**config.mk**
```make
export PLATFORM = sky130hd
export DESIGN_NAME = key_pool_level_status
export DESIGN_NICKNAME = d
export VERILOG_FILES = /design/src/kpls_pkg.sv /design/src/kpls_cell.sv /design/src/kpls_window.sv /design/src/key_pool_level_status.sv
export SDC_FILE = /design/constraint.sdc
export NUM_CORES = 1
export LEC_CHECK = 0
export BUFFER_PORTS_ARGS = -buffer_cell sky130_fd_sc_hd__buf_2
export CAP_MARGIN = 20
export CELL_PAD_IN_SITES_DETAIL_PLACEMENT = 1
export CELL_PAD_IN_SITES_GLOBAL_PLACEMENT = 1
export CORE_ASPECT_RATIO = 1.2
export CORE_UTILIZATION = 45
export CTS_BUF_LIST = sky130_fd_sc_hd__clkbuf_4
export CTS_CLUSTER_DIAMETER = 200
export CTS_CLUSTER_SIZE = 24
export DETAILED_ROUTE_END_ITERATION = 7
export PLACE_DENSITY = 0.83
export SYNTH_ARGS = -nofsm -noshare
export SYNTH_HDL_FRONTEND = slang
export SYNTH_SLANG_ARGS = --single-unit
```
**constraint.sdc**
```tcl
create_clock -name clk -period 15.9 [get_ports clk]
set_clock_uncertainty 0.1 [all_clocks]
set_input_delay 1.59 -clock clk [delete_from_list [all_inputs] [get_ports clk]]
set_output_delay 1.59 -clock clk [all_outputs]
set_load 0.1 [all_outputs]
```
**src/kpls_pkg.sv**
```systemverilog
// Package for the key pool level and status block.
// Holds field widths, reset values, item kinds, status codes and register indexes.
// No dependencies.
package kpls_pkg;

    localparam int LEVEL_W    = 32;
    localparam int KEY_W      = 20;
    localparam int CFG_IDX_W  = 2;
    localparam int WINDOW_DEF = 8;
    localparam int SPAN_START = 5;

    localparam logic [LEVEL_W-1:0] MIN_BITS_RST   = 32'd1000000;
    localparam logic [LEVEL_W-1:0] THRESH_RST     = 32'd2000000;
    localparam logic [LEVEL_W-1:0] MAX_BITS_RST   = 32'd1000000000;
    localparam logic [LEVEL_W-1:0] START_LEVEL_RST = 32'd5000000;

    typedef enum logic [1:0] {
        KIND_NEW     = 2'd0,
        KIND_XFORM   = 2'd1,
        KIND_CONSUME = 2'd2,
        KIND_NONE    = 2'd3
    } kind_t;

    typedef enum logic [1:0] {
        ST_READY    = 2'd0,
        ST_CHARGING = 2'd1,
        ST_WARNING  = 2'd2,
        ST_EMPTY    = 2'd3
    } status_t;

    typedef enum logic [CFG_IDX_W-1:0] {
        REG_MIN_BITS    = 2'd0,
        REG_THRESHOLD   = 2'd1,
        REG_MAX_BITS    = 2'd2,
        REG_START_LEVEL = 2'd3
    } cfg_reg_t;

    typedef struct packed {
        logic               accepted;
        logic [LEVEL_W-1:0] level;
        status_t            status;
        logic               rising;
    } result_t;

endpackage

```
**src/kpls_cell.sv**
```systemverilog
// One cell of the level window: holds one past level and compares it with the new one.
// Depends on kpls_pkg for the level width.
module kpls_cell (
    input  logic                         clk,
    input  logic                         shift,
    input  logic [kpls_pkg::LEVEL_W-1:0] level_in,
    input  logic                         active,
    input  logic [kpls_pkg::LEVEL_W-1:0] cmp_level,
    output logic [kpls_pkg::LEVEL_W-1:0] level_out,
    output logic                         not_below
);

    logic [kpls_pkg::LEVEL_W-1:0] value_reg;

    always_ff @(posedge clk)
    begin
        if (shift)
        begin
            value_reg <= level_in;
        end
    end

    assign level_out = value_reg;
    assign not_below = !active || (cmp_level >= value_reg);

endmodule

```
**src/kpls_window.sv**
```systemverilog
// Window of recent levels built as a chain of kpls_cell, newest in cell zero.
// Tracks the fill count and reports whether the new level is not below any kept level.
// Depends on kpls_pkg and kpls_cell.
module kpls_window #(
    parameter int  WINDOW = kpls_pkg::WINDOW_DEF,
    localparam int FILL_W = $clog2(WINDOW + 1)
) (
    input  logic                         clk,
    input  logic                         rst_n,
    input  logic                         record,
    input  logic [FILL_W-1:0]            span,
    input  logic [kpls_pkg::LEVEL_W-1:0] new_level,
    output logic                         rising
);

    logic [FILL_W-1:0]            fill_reg;
    logic [FILL_W-1:0]            fill_next;
    logic [FILL_W-1:0]            kept;
    logic [kpls_pkg::LEVEL_W-1:0] cell_in  [WINDOW];
    logic [kpls_pkg::LEVEL_W-1:0] cell_out [WINDOW];
    logic [WINDOW-1:0]            active;
    logic [WINDOW-1:0]            not_below;

    assign kept = (fill_reg < span) ? fill_reg : span;

    always_comb
    begin
        if (kept == FILL_W'(WINDOW))
        begin
            fill_next = kept;
        end
        else
        begin
            fill_next = kept + 1'b1;
        end
    end

    always_ff @(posedge clk or negedge rst_n)
    begin
        if (!rst_n)
        begin
            fill_reg <= '0;
        end
        else if (record)
        begin
            fill_reg <= fill_next;
        end
    end

    for (genvar i = 0; i < WINDOW; i++)
    begin : g_cell
        if (i == 0)
        begin : g_head
            assign cell_in[i] = new_level;
        end
        else
        begin : g_body
            assign cell_in[i] = cell_out[i-1];
        end

        assign active[i] = FILL_W'(i) < kept;

        kpls_cell u_cell (
            .clk       (clk),
            .shift     (record),
            .level_in  (cell_in[i]),
            .active    (active[i]),
            .cmp_level (new_level),
            .level_out (cell_out[i]),
            .not_below (not_below[i])
        );
    end

    assign rising = &not_below;

endmodule

```
**src/key_pool_level_status.sv**
```systemverilog
// Top level of the key pool level and status block.
// Holds the pool level, span and status registers and the output buffer.
// Depends on kpls_pkg and kpls_window.
//
//   channel   signals                                    direction
//   input     in_valid, in_ready, kind, key_bits         item in
//   output    out_valid, out_ready, accepted, level,     item out
//             status, rising
//   config    cfg_valid, cfg_ready, cfg_index, cfg_data  register write in
//
// One item is taken per cycle while in_ready is high; the result is registered for the output.
// The pool level update, the window compare and the status rule are combinational.
// A second result register catches one item while the output stalls; in_ready drops
// when it is full and while a register write is offered.
// Reset loads the default registers and the start level; the window contents start undefined.
// Configuration writes are taken in every cycle.
module key_pool_level_status #(
    parameter int  WINDOW = kpls_pkg::WINDOW_DEF,
    localparam int FILL_W = $clog2(WINDOW + 1)
) (
    input  logic                           clk,
    input  logic                           rst_n,
    input  logic                           in_valid,
    output logic                           in_ready,
    input  logic [1:0]                     kind,
    input  logic [kpls_pkg::KEY_W-1:0]     key_bits,
    output logic                           out_valid,
    input  logic                           out_ready,
    output logic                           accepted,
    output logic [kpls_pkg::LEVEL_W-1:0]   level,
    output logic [1:0]                     status,
    output logic                           rising,
    input  logic                           cfg_valid,
    output logic                           cfg_ready,
    input  logic [kpls_pkg::CFG_IDX_W-1:0] cfg_index,
    input  logic [kpls_pkg::LEVEL_W-1:0]   cfg_data
);

    localparam logic [FILL_W-1:0] SPAN_RESET =
        FILL_W'((kpls_pkg::SPAN_START < WINDOW) ? kpls_pkg::SPAN_START : WINDOW);
    localparam logic [FILL_W-1:0] SPAN_CAP = FILL_W'(WINDOW - 1);

    logic [kpls_pkg::LEVEL_W-1:0] min_bits_reg;
    logic [kpls_pkg::LEVEL_W-1:0] thresh_reg;
    logic [kpls_pkg::LEVEL_W-1:0] max_bits_reg;
    logic [kpls_pkg::LEVEL_W-1:0] pool_level_reg;
    logic [kpls_pkg::LEVEL_W-1:0] since_reg;
    logic [kpls_pkg::LEVEL_W-1:0] since_next;
    logic [FILL_W-1:0]            span_reg;
    logic [FILL_W-1:0]            span_used;
    kpls_pkg::status_t            prior_status_reg;
    kpls_pkg::status_t            status_next;
    logic                         rising_reg;
    logic                         rising_comb;

    logic                         in_fire;
    logic                         cfg_fire;
    kpls_pkg::kind_t              kind_in;
    logic [kpls_pkg::LEVEL_W:0]   sum;
    logic [kpls_pkg::LEVEL_W-1:0] size_ext;
    logic [kpls_pkg::LEVEL_W-1:0] level_next;
    logic                         acc_comb;
    logic                         record;
    logic                         is_new;
    kpls_pkg::result_t            result;

    logic                         out_valid_reg;
    logic                         skid_valid_reg;
    kpls_pkg::result_t            out_data_reg;
    kpls_pkg::result_t            skid_data_reg;

    assign in_ready  = !skid_valid_reg && !cfg_valid;
    assign cfg_ready = 1'b1;
    assign in_fire   = in_valid && in_ready;
    assign cfg_fire  = cfg_valid && cfg_ready;
    assign kind_in   = kpls_pkg::kind_t'(kind);
    assign size_ext  = kpls_pkg::LEVEL_W'(key_bits);
    assign sum       = {1'b0, pool_level_reg} + {1'b0, size_ext};

    always_comb
    begin
        level_next = pool_level_reg;
        acc_comb   = 1'b0;
        record     = 1'b0;
        is_new     = 1'b0;
        since_next = since_reg;
        unique case (kind_in)
            kpls_pkg::KIND_NEW:
            begin
                is_new     = 1'b1;
                record     = 1'b1;
                since_next = kpls_pkg::LEVEL_W'(1);
                if (sum < {1'b0, max_bits_reg})
                begin
                    acc_comb   = 1'b1;
                    level_next = sum[kpls_pkg::LEVEL_W-1:0];
                end
            end
            kpls_pkg::KIND_XFORM:
            begin
                if (sum[kpls_pkg::LEVEL_W])
                begin
                    level_next = '1;
                end
                else
                begin
                    acc_comb   = 1'b1;
                    level_next = sum[kpls_pkg::LEVEL_W-1:0];
                end
            end
            kpls_pkg::KIND_CONSUME:
            begin
                record     = 1'b1;
                since_next = since_reg + 1'b1;
                if (size_ext > pool_level_reg)
                begin
                    level_next = '0;
                end
                else
                begin
                    acc_comb   = 1'b1;
                    level_next = pool_level_reg - size_ext;
                end
            end
            kpls_pkg::KIND_NONE:
            begin
                level_next = pool_level_reg;
            end
            default:
            begin
                level_next = pool_level_reg;
            end
        endcase
    end

    always_comb
    begin
        if (!is_new)
        begin
            span_used = span_reg;
        end
        else if (since_reg > kpls_pkg::LEVEL_W'(WINDOW - 1))
        begin
            span_used = SPAN_CAP;
        end
        else
        begin
            span_used = since_reg[FILL_W-1:0];
        end
    end

    kpls_window #(
        .WINDOW (WINDOW)
    ) u_window (
        .clk       (clk),
        .rst_n     (rst_n),
        .record    (in_fire && record),
        .span      (span_used),
        .new_level (level_next),
        .rising    (rising_comb)
    );

    always_comb
    begin
        if (level_next >= thresh_reg)
        begin
            status_next = kpls_pkg::ST_READY;
        end
        else if (level_next > min_bits_reg &&
                 ((rising_comb && prior_status_reg != kpls_pkg::ST_READY) ||
                  prior_status_reg == kpls_pkg::ST_EMPTY))
        begin
            status_next = kpls_pkg::ST_CHARGING;
        end
        else if (level_next > min_bits_reg && prior_status_reg != kpls_pkg::ST_CHARGING)
        begin
            status_next = kpls_pkg::ST_WARNING;
        end
        else if (level_next <= min_bits_reg)
        begin
            status_next = kpls_pkg::ST_EMPTY;
        end
        else
        begin
            status_next = prior_status_reg;
        end
    end

    always_comb
    begin
        result.accepted = acc_comb;
        result.level    = level_next;
        result.status   = record ? status_next : prior_status_reg;
        result.rising   = record ? rising_comb : rising_reg;
    end

    always_ff @(posedge clk or negedge rst_n)
    begin
        if (!rst_n)
        begin
            min_bits_reg     <= kpls_pkg::MIN_BITS_RST;
            thresh_reg       <= kpls_pkg::THRESH_RST;
            max_bits_reg     <= kpls_pkg::MAX_BITS_RST;
            pool_level_reg   <= kpls_pkg::START_LEVEL_RST;
            since_reg        <= '0;
            span_reg         <= SPAN_RESET;
            prior_status_reg <= kpls_pkg::ST_READY;
            rising_reg       <= 1'b0;
        end
        else if (cfg_fire)
        begin
            unique case (kpls_pkg::cfg_reg_t'(cfg_index))
                kpls_pkg::REG_MIN_BITS:    min_bits_reg   <= cfg_data;
                kpls_pkg::REG_THRESHOLD:   thresh_reg     <= cfg_data;
                kpls_pkg::REG_MAX_BITS:    max_bits_reg   <= cfg_data;
                kpls_pkg::REG_START_LEVEL: pool_level_reg <= cfg_data;
                default:                   min_bits_reg   <= min_bits_reg;
            endcase
        end
        else if (in_fire)
        begin
            pool_level_reg <= level_next;
            since_reg      <= since_next;
            if (is_new)
            begin
                span_reg <= span_used;
            end
            if (record)
            begin
                prior_status_reg <= status_next;
                rising_reg       <= rising_comb;
            end
        end
    end

    always_ff @(posedge clk or negedge rst_n)
    begin
        if (!rst_n)
        begin
            out_valid_reg  <= 1'b0;
            skid_valid_reg <= 1'b0;
        end
        else
        begin
            if (out_valid_reg && !out_ready)
            begin
                if (in_fire)
                begin
                    skid_valid_reg <= 1'b1;
                end
            end
            else if (skid_valid_reg)
            begin
                out_valid_reg  <= 1'b1;
                skid_valid_reg <= 1'b0;
            end
            else
            begin
                out_valid_reg <= in_fire;
            end
        end
    end

    always_ff @(posedge clk)
    begin
        if (out_valid_reg && !out_ready)
        begin
            if (in_fire)
            begin
                skid_data_reg <= result;
            end
        end
        else if (skid_valid_reg)
        begin
            out_data_reg <= skid_data_reg;
        end
        else if (in_fire)
        begin
            out_data_reg <= result;
        end
    end

    assign out_valid = out_valid_reg;
    assign accepted  = out_data_reg.accepted;
    assign level     = out_data_reg.level;
    assign status    = out_data_reg.status;
    assign rising    = out_data_reg.rising;

    a_skid_behind_out: assert property (@(posedge clk) disable iff (!rst_n)
        skid_valid_reg |-> out_valid_reg)
        else $error("skid register holds an item while the output register is empty");

    a_new_below_max: assert property (@(posedge clk) disable iff (!rst_n)
        (in_fire && !cfg_fire && is_new && acc_comb) |=> (pool_level_reg < max_bits_reg))
        else $error("accepted new key left the level at or above capacity");

    a_consume_floor: assert property (@(posedge clk) disable iff (!rst_n)
        (in_fire && !cfg_fire && kind_in == kpls_pkg::KIND_CONSUME && !acc_comb)
        |=> (pool_level_reg == '0))
        else $error("saturated consume did not clear the level");

    a_level_holds: assert property (@(posedge clk) disable iff (!rst_n)
        (!in_fire && !cfg_fire) |=> $stable(pool_level_reg))
        else $error("pool level changed without an item or a register write");

endmodule

```
After elaboration in Yosys (flattened, before gate mapping)
Cells that the tools add are included.
{"block": "op_classes", "bitwise_logic": 2, "n_mux": 29, "n_reduce_logical": 44, "multipliers": 0, "add_sub_neg": 4, "n_eq_ne": 11, "shifts": 0, "n_div": 0, "n_lt_le_gt_ge": 23}
{"op": "32-bit greater-or-equal comparator", "n": 9}
{"op": "32-bit 2-to-1 mux", "n": 6}
{"op": "32-bit one-hot mux with 4 select lines", "n": 1}
{"op": "36-bit 2-to-1 mux", "n": 2}
{"op": "32-bit one-hot mux with 2 select lines", "n": 1}
{"op": "32-bit by 20-bit adder with 33-bit output", "n": 1}
{"op": "33-bit by 32-bit < comparator with 1-bit output", "n": 1}
{"op": "32-bit by 1-bit adder with 32-bit output, second input constant", "n": 1}
{"op": "20-bit by 32-bit > comparator with 1-bit output", "n": 1}
{"op": "32-bit by 3-bit > comparator with 1-bit output, second input constant", "n": 1}
{"op": "32-bit > comparator", "n": 1}
{"op": "32-bit less-or-equal comparator", "n": 1}
{"op": "32-bit by 20-bit subtractor with 32-bit output", "n": 1}
{"op": "3-bit by 4-bit < comparator with 1-bit output, first input constant", "n": 4}
{"op": "4-bit 2-to-1 mux", "n": 4}
{"op": "2-bit AND reduction", "n": 7}
{"op": "1-bit zero test", "n": 11}
{"op": "2-bit == test, second input constant", "n": 5}
{"op": "2-bit 2-to-1 mux", "n": 5}
{"op": "1-bit logical OR", "n": 9}
{"op": "1-bit 2-to-1 mux", "n": 9}
{"op": "1-bit by 4-bit < comparator with 1-bit output, first input constant", "n": 2}
{"op": "2-bit by 4-bit < comparator with 1-bit output, first input constant", "n": 2}
{"op": "8-bit AND reduction", "n": 1}
{"op": "13 further kinds", "n": 27}
{"block": "totals", "reg_bits": 501, "out_inout_bits": 39, "mem_count": 0, "latch_bits": 0, "elab_cells": 140, "in_bits": 61, "romBits": 0, "ramBits": 0}

Logic depth before layout (Yosys ltp)
Gate-level depths: netlist of the first run.
{"block": "depth", "depth_word": 17, "mapped_depth": 34, "ltp_nobuf": 30}

By module
A second synthesis of the first run with hierarchy kept.
{"block": "hier_totals", "cells_unflattened": 3020, "hier_area_um2": 31067.3}
{"module": "key_pool_level_status", "area_per_inst_um2": 16402.0, "seq_area_each_um2": 6437.4, "instances": 1, "cells_each": 1816}
{"module": "kpls_cell", "area_per_inst_um2": 1767.9, "seq_area_each_um2": 960.9, "instances": 8, "cells_each": 142}
{"module": "kpls_window", "area_per_inst_um2": 521.8, "seq_area_each_um2": 100.1, "instances": 1, "cells_each": 68}

Worst setup path before layout of the first run
Ideal clock, no wire load.
{"block": "synth_timing", "path_kind": "input -> register", "startpoint": "input kind[0]", "endpoint": "register since_reg[26] (netlist bit)", "t_arrival_ps": 8978, "path_slack_ps": 6690, "stages": 10, "path_buffers": 1, "cell_sequence": "buf_2 -> inv_2 -> nand2_1 -> clkinv_1 -> nand2_1 -> nor3_1 -> and3_1 -> nand4_1 -> xor2_1 -> nor2_1"}
{"block": "synth_via", "elab_chain_len": 3, "word_cells_on_any_way": 5, "classes_between": "eq/ne (1); mux (1); reduce/logical (3)"}
{"item": "from (decl)", "line_no": "key_pool_level_status.sv:25", "rtl": "input logic [1:0] kind,"}
{"item": "2-bit == test / 2-bit zero test (equally long branches)", "line_no": "key_pool_level_status.sv:87", "rtl": "unique case (kind_in)"}
{"item": "2-bit nonzero test (no line)"}
{"item": "3-bit AND reduction (no line)"}
{"item": "to (signal assigned)", "line_no": "key_pool_level_status.sv:223", "rtl": "since_reg <= since_next;"}
{"item": "to (decl)", "line_no": "key_pool_level_status.sv:47", "rtl": "logic [kpls_pkg::LEVEL_W-1:0] since_reg;"}
Several ways; a longest one is shown, not always the timed one.
A chain may end at the register's enable or synchronous reset.

==> impl_results.md, run 1 <==
* Hold Buf Count CTS at 0
* CP max-delay cell: a2111oi_0
* CP required at 16.48 ns
* Grt ovf at 0
* Crit Path Class: primary input to register
* Worst R2R Start: pool_level_reg[9]
* Clk root buf: clkbuf_4
* Initial core utilization at 45.8%
* Remaining DRCs at 0
* Vias/cell at 5.89
* Seq/Total Area, Yosys at 46.0%
* Routed Antenna Nets at 0
* Hold Path Class: register to register
* Bufs and invs on worst path at 4
* Fin util at 48.8%
* Async SR Flop Fraction at 34.5%
* TritonCTS Sinks at 501
* Hold depth at 0
* Peak VDD IR at 0.0497 mV
* Reg2Reg Setup Slack at 5.82 ns
* Largest net degree at the start of global routing at 104
* Number of synthesized register bits at 501
* Worst-Skew Late Latency at 0.88 ns
* Antenna violations before repair at 5
* Finish-stage setup viols at 0
* Setup_tns at 0 ns
* Post-CTS Setup Inserts at 0
* Mapped Area at 30900 um2
* Top_reg_cell synth: edfxtp_1
* Vias at 23600
* Most common cell in the synthesized netlist: inv_1
* Critical Path AT at 10.91 ns
* Fill cells at 7508
* Clock Pin Slew Worst Setup and Hold Paths at 0.26 ns
* Reg2reg path depth at 25
* Area grow syn2layout at 6.51%
* CTS max path bufs at 3
* Final period utilization at 65.0%
* Fmax at 0.0967 GHz
* Total Routing Usage GR at 26.8%
* Core Area at 67500 um2
* First-pass GRT wire length at 144 mm
* Worst Hold Launch: u_window.g_cell[2].u_cell.level_out[17]
* DRT Pass-1 Iters at 5
* Reg2Reg Capture Point: status[0]
* Critical-path maximum fanout at 13
* Worst-Margin Slew at 1.16 ns
* TritonCTS Buffers at 24
* H-Tree Depth at 1
* Final non-filler cell area at 32900 um2
* Area leader, netlist: edfxtp_1
* CTS resizes at 0
* Number of synthesized flops with an enable pin at 328
* Syn nets at 3454
* Largest register FFs at 256
* Crit path capture type: register
* Min Tclk post-route at 10.34 ns
* Worst hold endpoint: u_window.g_cell[3].u_cell.level_out[17]
* RSZ-0062 raised after global routing: no
* Slew headroom at 22.7%
* Status: finished clean
* Full die area at 69800 um2
* Row cnt at 104
* Nets at 3536
* 1st-iter DRT viols at 1455
* Top cells by count, synth: inv_1 (412), ha_1 (398), edfxtp_1 (328), nand2_1 (249), a21oi_1 (170)
* Post-Synthesis Cells at 2993
* DIE WIDTH at 241 um
* Top-area cell type share of the netlist area at 31.8%
* Family with the most delay on the worst path: compound AO/OA/AOI/OAI gates
* TritonCTS clock tree: yes
* CP peak stage delay at 0.86 ns
* Die height at 289 um
* Port Buffer Count at 98
* Leak Pwr at 14.6 nW
* I/O pin cnt at 100
* Slew Viols, Final at 0
* Placement Cell Area at 32500 um2
* Power density cells at 125 nW/um2
* Final hold violations at 0
* Gpl congestion at 0.927
* Post-DP HPWL at 72.7 mm
* Ratio of cells with drive above 1 in the final layout at 11.2%
* Routed WL at 93.3 mm
* Syn Area/Cell at 10.3 um2
* YS warnings at 0
* Maximum capacitance violations at 0
* Area contributors post-synth: edfxtp_1 (32%), ha_1 (16%), dfrtp_1 (11%), inv_1 (5.0%), dfstp_2 (3.1%)
* Synth unique cells at 99
* WL/cell at 23.3 um
* Number of global-route vias before repair at 25400
* Kind of start point of the critical path: primary input
==> kinds of logic (layout without fill, tap and decap cells) <==
kind of cell / after synthesis / in the layout / share of synthesized area, %
other cells: 1 / 7 / 0.0121
compound gates: 706 / 706 / 14.9
xor+xnor: 80 / 80 / 2.27
simple gates: 704 / 704 / 10.9
fa+ha+maj: 400 / 400 / 16.2
flops: 501 / 501 / 46.0
mux: 95 / 95 / 3.38
buf+inv: 506 / 606 / 6.27
==> cell type report <==
class	instances	area [um2]	area share [%]
clock buffers	43	323	0.980
well taps	901	1130	3.42
clock inverters	1	5.00	0.0152
inverters	420	1580	4.81
diodes	6	15.0	0.0456
flip-flops and latches	501	14200	43.2
multi-input cells	1986	14800	44.9
repair buffers	142	863	2.62
==> per-stage QoR <==
stage | hold slack [ns] | total power, mW | setup WS (ns) | instances
floorplan | 0.326 | 2.95 | 6.69 | 2993
global placement | 0.328 | 3.49 | 5.07 | 3947
detailed placement | 0.334 | 3.62 | 4.81 | 3948
CTS | 0.375 | 4.14 | 5.80 | 3992
global route | 0.369 | 4.39 | 5.35 | 3997
finish | 0.344 | 4.13 | 5.56 | 4000
==> worst max path at each step <==
stage	from	end	slack [ns]	depth (start not counted)
2_1_floorplan	kind[0]	since_reg[26]	6.69	10
3_3_place_gp	key_bits[9]	status[0]	5.07	27
3_5_place_dp	key_bits[9]	status[0]	4.81	27
4_1_cts	key_bits[9]	status[0]	5.80	27
5_1_grt	key_bits[9]	status[0]	5.35	27
6_report	key_bits[9]	status[0]	5.56	27
==> layer usage <==
| layer | global-route usage, % | wire [um] |
|---|---|---|
| met1 | 32.1 | 37600 |
| met2 | 48.9 | 48300 |
| met3 | 2.03 | 3020 |
| met4 | 11.9 | 4260 |
| met5 | 0 | 49 |
==> report_power, final <==
part,internal (mW),switching [mW]
registers,1.55,0.117
logic,0.693,1.26
clock network,0.120,0.392
total,2.36,1.77
==> layout by cell type, fill, tap and decap left out, types with 45 or more instances in the layout <==
| cell | count |
|---|---|
| nand2_1 | 249 |
| nor2_1 | 146 |
| nand3_1 | 60 |
| buf_2 | 97 |
| a21oi_1 | 169 |
| dfrtp_1 | 135 |
| inv_1 | 412 |
| edfxtp_1 | 328 |
| ha_1 | 398 |
| mux2_2 | 76 |
| nand4_1 | 57 |
| a21o_1 | 45 |
| o21ai_0 | 164 |
(Power assumes the default switching activity.)
==> inputs of run 2 (changes only) <==
--- a/config.mk
+++ b/config.mk
@@ -5,6 +5,7 @@
 export SDC_FILE = /design/constraint.sdc
 export NUM_CORES = 1
 export LEC_CHECK = 0
+export ABC_AREA = 1
 export BUFFER_PORTS_ARGS = -buffer_cell sky130_fd_sc_hd__buf_2
 export CAP_MARGIN = 20
 export CELL_PAD_IN_SITES_DETAIL_PLACEMENT = 1
@@ -15,7 +16,7 @@
 export CTS_CLUSTER_DIAMETER = 200
 export CTS_CLUSTER_SIZE = 24
 export DETAILED_ROUTE_END_ITERATION = 7
-export PLACE_DENSITY = 0.83
+export PLACE_DENSITY = 0.88
 export SYNTH_ARGS = -nofsm -noshare
 export SYNTH_HDL_FRONTEND = slang
 export SYNTH_SLANG_ARGS = --single-unit
==> constraint.sdc (replaced) <==
create_clock -name clk -period 8.6 [get_ports clk]
set_clock_uncertainty 0.1 [all_clocks]
set_input_delay 0.86 -clock clk [delete_from_list [all_inputs] [get_ports clk]]
set_output_delay 0.86 -clock clk [all_outputs]
set_load 0.1 [all_outputs]
==> run 2 against run 1 <==
Compared with the run above: clock power up 90%; sequential share of layout area down 0.19 points; sequential cell count unchanged; non-clock buffer count up 3; final area up 0.45%; critical endpoint is now status[1].
==> impl_results.md, run 2 <==
* Status: finished clean
* Reg2reg path depth at 53
* Pre-CTS WS at 0.323 ns
* Number of global-route vias before repair at 27200
* YS warnings at 0
* Number of synthesized register bits at 501
* Slew Viols, Final at 0
* Final worst setup slack at 0.644 ns
* Seq/Total Area, Yosys at 45.7%
* Commonest non-fill, non-tap cell in the layout: nand2_1
* Most frequent cells in the layout: nand2_1 (719), inv_1 (631), ha_1 (398)
* Top-area cell type share of the netlist area at 31.7%
* TritonCTS Buffers at 24
* Post-Synthesis Cells at 3501
* Finish-stage setup viols at 0
* Largest net degree at the start of global routing at 120
* Layout Cells excl Fill at 4517
* Min Tclk post-route at 7.96 ns
* Vias/cell at 5.53
* Initial core utilization at 45.5%
* Slew headroom at 31.0%
* Total Routing Usage GR at 25.6%
* Full die area at 70200 um2
* Crit Path Class: register to register
* WL/cell at 19.9 um
* Number of synthesized flops with an enable pin at 328
* Area grow syn2layout at 6.35%
* Worst-Margin Slew at 1.03 ns
* Fmax at 0.126 GHz
* Remaining DRCs at 0
* I/O pin cnt at 100
* Kind of start point of the critical path: register
* DIE WIDTH at 242 um
* Async SR Flop Fraction at 34.5%
* Core Area at 68300 um2
* Syn Area/Cell at 8.89 um2
* Crit path capture type: register
* Ratio of cells with drive above 1 in the final layout at 7.87%
* CP peak stage delay at 0.53 ns
* Hold Path Class: primary input to register
* First-pass GRT wire length at 144 mm
* Dpl cells at 4471
* TritonCTS clock tree: yes
* 1st-iter DRT viols at 1441
* Port Buffer Count at 98
* Most common cell in the synthesized netlist: nand2_1
* CP max-delay cell: dfrtp_1
* Hold depth at 3
* Antenna violations before repair at 3
* Worst-Skew Late Latency at 0.93 ns
* Syn nets at 3962
* CP required at 9.28 ns
* Setup_tns at 0 ns
* Peak VDD IR at 0.107 mV
* Maximum capacitance violations at 0
* Post-DP HPWL at 71.2 mm
* Top cells by count, synth: nand2_1 (719), inv_1 (633), ha_1 (398), edfxtp_1 (328), a21oi_1 (266)
* Post-CTS Setup Inserts at 0
* Vias at 25000
* CTS max path bufs at 3
* Area leader, netlist: edfxtp_1
* Top_reg_cell synth: edfxtp_1
* Nets at 4050
* Pwr Total at 7.25 mW
* Routed Antenna Nets at 0
* Leak Pwr at 15.8 nW
* Crit path top cell by count: nand2_1
* Final hold violations at 0
* Row cnt at 105
* Largest register FFs at 256
* Die height at 290 um
* Synth unique cells at 67
* Gpl congestion at 0.942
* Clock Pin Slew Worst Setup and Hold Paths at 0.33 ns
* Critical-path maximum fanout at 31
* H-Tree Depth at 1
* Power density cells at 219 nW/um2
* Area contributors post-synth: edfxtp_1 (32%), ha_1 (16%), dfrtp_1 (11%), nand2_1 (8.7%), inv_1 (7.6%)
* Final period utilization at 92.5%
* TritonCTS Sinks at 501
* Routed WL at 89.9 mm
* RSZ-0062 raised after global routing: no
* Clk root buf: clkbuf_4
* Grt ovf at 0
* Critical Path AT at 8.63 ns
* Mapped Area at 31100 um2
* DRT Pass-1 Iters at 5
-- run 2: kinds of logic (layout without fill, tap and decap cells) --
kind of cell	Yosys count	count (layout)	synth area share (%)
and+or+nand+nor	1170	1170	16.1
buffers and inverters	726	832	8.99
AOI/OAI and AO/OA	650	650	11.6
DFF	501	501	45.7
adders and majority gates	400	400	16.1
xor gates and xnor gates	53	53	1.49
other	1	2	0.0121
-- run 2: worst paths after layout --
check / start / end / slack, ns
hold / removal: cfg_data[9] / max_bits_reg[9] / 0.12
min in group asynchronous: rst_n / since_reg[10] / 0.41
hold reg to reg: u_window.g_cell[5].u_cell.level_out[2] / u_window.g_cell[6].u_cell.level_out[2] / 0.36
setup reg to reg: pool_level_reg[0] / status[1] / 0.64
setup / recovery: pool_level_reg[0] / status[1] / 0.64
max in group asynchronous: rst_n / min_bits_reg[15] / 5.94
-- run 2: layout make-up --
type | count | area (um2)
fill | 8088 | 35200
clock buffer | 43 | 323
multi-input combinational | 2274 | 14100
sequential | 501 | 14200
tap | 909 | 1140
antenna | 1 | 2.50
inverter | 643 | 2420
timing repair buffer | 145 | 852
clock inverter | 1 | 5.00
-- run 2: through the flow --
stage,instance area [um2],hold WS (ns),util (%)
floorplan,31100,0.326,-
global placement,32700,0.328,47.9
detailed placement,32700,0.334,47.9
CTS,33100,0.0756,48.4
global route,33100,0.147,48.4
finish,33100,0.121,48.4
-- run 2: where the power goes --
group / leakage [nW] / total, mW / switching (mW) / internal [mW]
Clock: 0.202 / 0.971 / 0.750 / 0.221
Sequential: 5.14 / 3.01 / 0.174 / 2.84
Combinational: 10.5 / 3.26 / 2.22 / 1.05
Total: 15.8 / 7.25 / 3.14 / 4.11
-- run 2: timing repair --
action | in CTS | in global routing
hold buffers | 1 | 0
hold endpoints to repair | 63 | 0
gates resized for setup | 0 | 0
-- run 2: worst max-delay path: cells and delay by family (launching register included) --
kind                       cells  cell delay, ns
DFF                            1            0.53
adders and majority gates      4            1.28
buffers and inverters          5            1.04
and+or+nand+nor               37            3.18
xor gates and xnor gates       1            0.29
AOI/OAI and AO/OA              6            1.31
-- run 2: routing by layer --
metal / GRT usage [%] / vias to the layer above / part of all wire, %
li1: - / 11900 / -
met1: 28.9 / 12400 / 39
met2: 48.3 / 555 / 53
met3: 1.83 / 211 / 3.0
met4: 12.8 / 2 / 5.2
met5: 0 / - / 0.014
==> inputs of run 3 (changes only) <==
--- a/config.mk
+++ b/config.mk
@@ -11,12 +11,12 @@
 export CELL_PAD_IN_SITES_DETAIL_PLACEMENT = 1
 export CELL_PAD_IN_SITES_GLOBAL_PLACEMENT = 1
 export CORE_ASPECT_RATIO = 1.2
-export CORE_UTILIZATION = 45
+export CORE_UTILIZATION = 46
 export CTS_BUF_LIST = sky130_fd_sc_hd__clkbuf_4
 export CTS_CLUSTER_DIAMETER = 200
 export CTS_CLUSTER_SIZE = 24
 export DETAILED_ROUTE_END_ITERATION = 7
-export PLACE_DENSITY = 0.88
+export PLACE_DENSITY = 0.9
 export SYNTH_ARGS = -nofsm -noshare
 export SYNTH_HDL_FRONTEND = slang
 export SYNTH_SLANG_ARGS = --single-unit
==> constraint.sdc (replaced) <==
create_clock -name clk -period 8.6 [get_ports clk]
set_clock_uncertainty 0.1 [all_clocks]
set_input_delay 1.29 -clock clk [delete_from_list [all_inputs] [get_ports clk]]
set_output_delay 1.29 -clock clk [all_outputs]
set_load 0.1 [all_outputs]
==> run 3 against run 2 <==
Compared with the run above: worst setup slack improved by 0.12 ns; critical path type unchanged; routed wire length up 6.2%; largest cell class unchanged; cell count grew 0.86%.
==> impl_results.md, run 3 (same netlist as run 2, synthesis figures left out) <==
* Hold Buf Count CTS at 0
* Grt ovf at 0
* Initial core utilization at 46.4%
* Routed Antenna Nets at 0
* Post-DP HPWL at 75.1 mm
* Crit Path Class: register to register
* Sw Pwr at 3.25 mW
* Fmax at 0.128 GHz
* Post-CTS Setup Inserts at 0
* Placement Cell Area at 33100 um2
* WL/cell at 21.0 um
* Die height at 287 um
* Switching share of total power at 43.6%
* 1st-iter DRT viols at 1754
* Most frequent cells in the layout: nand2_1 (719), inv_1 (631), ha_1 (398)
* DIE WIDTH at 239 um
* Register share of total power at 40.5%
* Final non-filler cell area at 33500 um2
* CTS resizes at 0
* Ratio of cells with drive above 1 in the final layout at 9.06%
* TritonCTS Buffers at 24
* Full die area at 68700 um2
* Crit path capture type: register
* Finish-stage setup viols at 0
* Family with the most delay on the worst path: simple AND/OR/NAND/NOR gates
* RSZ-0062 raised after global routing: no
* Clk root buf: clkbuf_4
* First-pass GRT wire length at 150 mm
* Slew headroom at 29.9%
* Crit path top cell by count: nand2_1
* CP required at 9.19 ns
* Total Routing Usage GR at 27.9%
* Kind of start point of the critical path: register
* Bufs and invs on worst path at 4
* Min Tclk post-route at 7.84 ns
* Port Buffer Count at 98
* Critical Path AT at 8.43 ns
* CTS max path bufs at 3
* Critical-path maximum fanout at 32
* Area grow syn2layout at 7.55%
* Largest register FFs at 256
* CP max-delay cell: dfrtp_1
* Routed WL at 95.5 mm
* Worst-Margin Slew at 1.05 ns
* Largest net degree at the start of global routing at 116
* Final hold violations at 0
* Dpl cells at 4510
* Maximum capacitance violations at 0
* Setup_tns at 0 ns
* Core Area at 67000 um2
* CP peak stage delay at 0.52 ns
* Hold Path Class: primary input to async pin
* Layout Cells excl Fill at 4556
* Internal at 4.20 mW
* Clock Pin Slew Worst Setup and Hold Paths at 0.32 ns
* Vias at 25600
* Fin util at 49.9%
* TritonCTS clock tree: yes
* Nets at 4096
* Status: finished clean
* Vias/cell at 5.62
* Number of global-route vias before repair at 28100
* H-Tree Depth at 1
* Peak VDD IR at 0.151 mV
* Final period utilization at 91.2%
* Leak Pwr at 16.1 nW
* Share of total power in combinational logic at 46.4%
* I/O pin cnt at 100
* DRT Pass-1 Iters at 5
* TritonCTS Sinks at 501
* Worst-Skew Late Latency at 0.92 ns
* Antenna violations before repair at 1
* Commonest non-fill, non-tap cell in the layout: nand2_1
* Gpl congestion at 0.952
* Power density cells at 223 nW/um2
* Slew Viols, Final at 0
* Remaining DRCs at 0
* Row cnt at 104
* Clk pwr share at 13.0%
## run 3: changes by cell type in the layout (fill, tap and decap cells not counted)
cell / before / now
dlygate4sd3_1: 1 / 0
diode_2: 1 / 2
buf_12: 0 / 3
buf_4: 46 / 90
## run 3: per-stage QoR
step	worst slack (ns)	power (mW)	hold WS, ns
2_1_floorplan	1.21	5.20	0.326
3_3_place_gp	0.403	6.15	0.329
3_5_place_dp	0.0274	6.47	0.333
4_1_cts	0.808	7.44	0.300
5_1_grt	0.230	7.91	0.340
6_report	0.760	7.45	0.329
## run 3: worst paths after layout
path	end	from	cells after the start	slack, ns
max	status[1]	pool_level_reg[0]	52	0.76
min	thresh_reg[25]	rst_n	1	0.33
max reg2reg	status[1]	pool_level_reg[0]	52	0.76
min reg2reg	u_window.g_cell[4].u_cell.level_out[22]	u_window.g_cell[3].u_cell.level_out[22]	0	0.36
max in group asynchronous	min_bits_reg[8]	rst_n	2	6.58
min in group clk	u_window.g_cell[4].u_cell.level_out[22]	u_window.g_cell[3].u_cell.level_out[22]	0	0.36
## run 3: per-layer routing
metal	share of wire, %	vias up	track usage, %
met3	3.8	277	2.55
met4	6.5	0	17.2
met2	52	700	51.6
met5	0	-	0
met1	38	12700	30.7
li1	-	11900	-
## run 3: cell type report
type / instances / area [um2]
Fill cell: 7932 / 33600
Sequential cell: 501 / 14200
Multi-Input combinational cell: 2274 / 14100
Inverter: 643 / 2420
Timing Repair Buffer: 191 / 1230
Tap cell: 901 / 1130
Clock buffer: 43 / 323
Clock inverter: 1 / 5.00
Antenna cell: 2 / 5.00
## run 3: worst reg2reg max path, delay by kind of cell, from the launching register on
family                     cells  cell delay (ns)
AOI/OAI and AO/OA              4             0.68
xor gates and xnor gates       1             0.26
adders and majority gates      4             1.36
buffers and inverters          4             0.44
DFF                            1             0.52
and+or+nand+nor               39             4.28
## run 3: power groups by stage
stage          clock network, mW  logic, mW  registers [mW]
4_1_cts                    0.990       3.44            3.01
3_5_place_dp                   0       3.41            3.06
2_1_floorplan                  0       2.05            3.14
6_report                   0.971       3.46            3.02
5_1_grt                     1.05       3.82            3.04
3_3_place_gp                   0       3.11            3.04
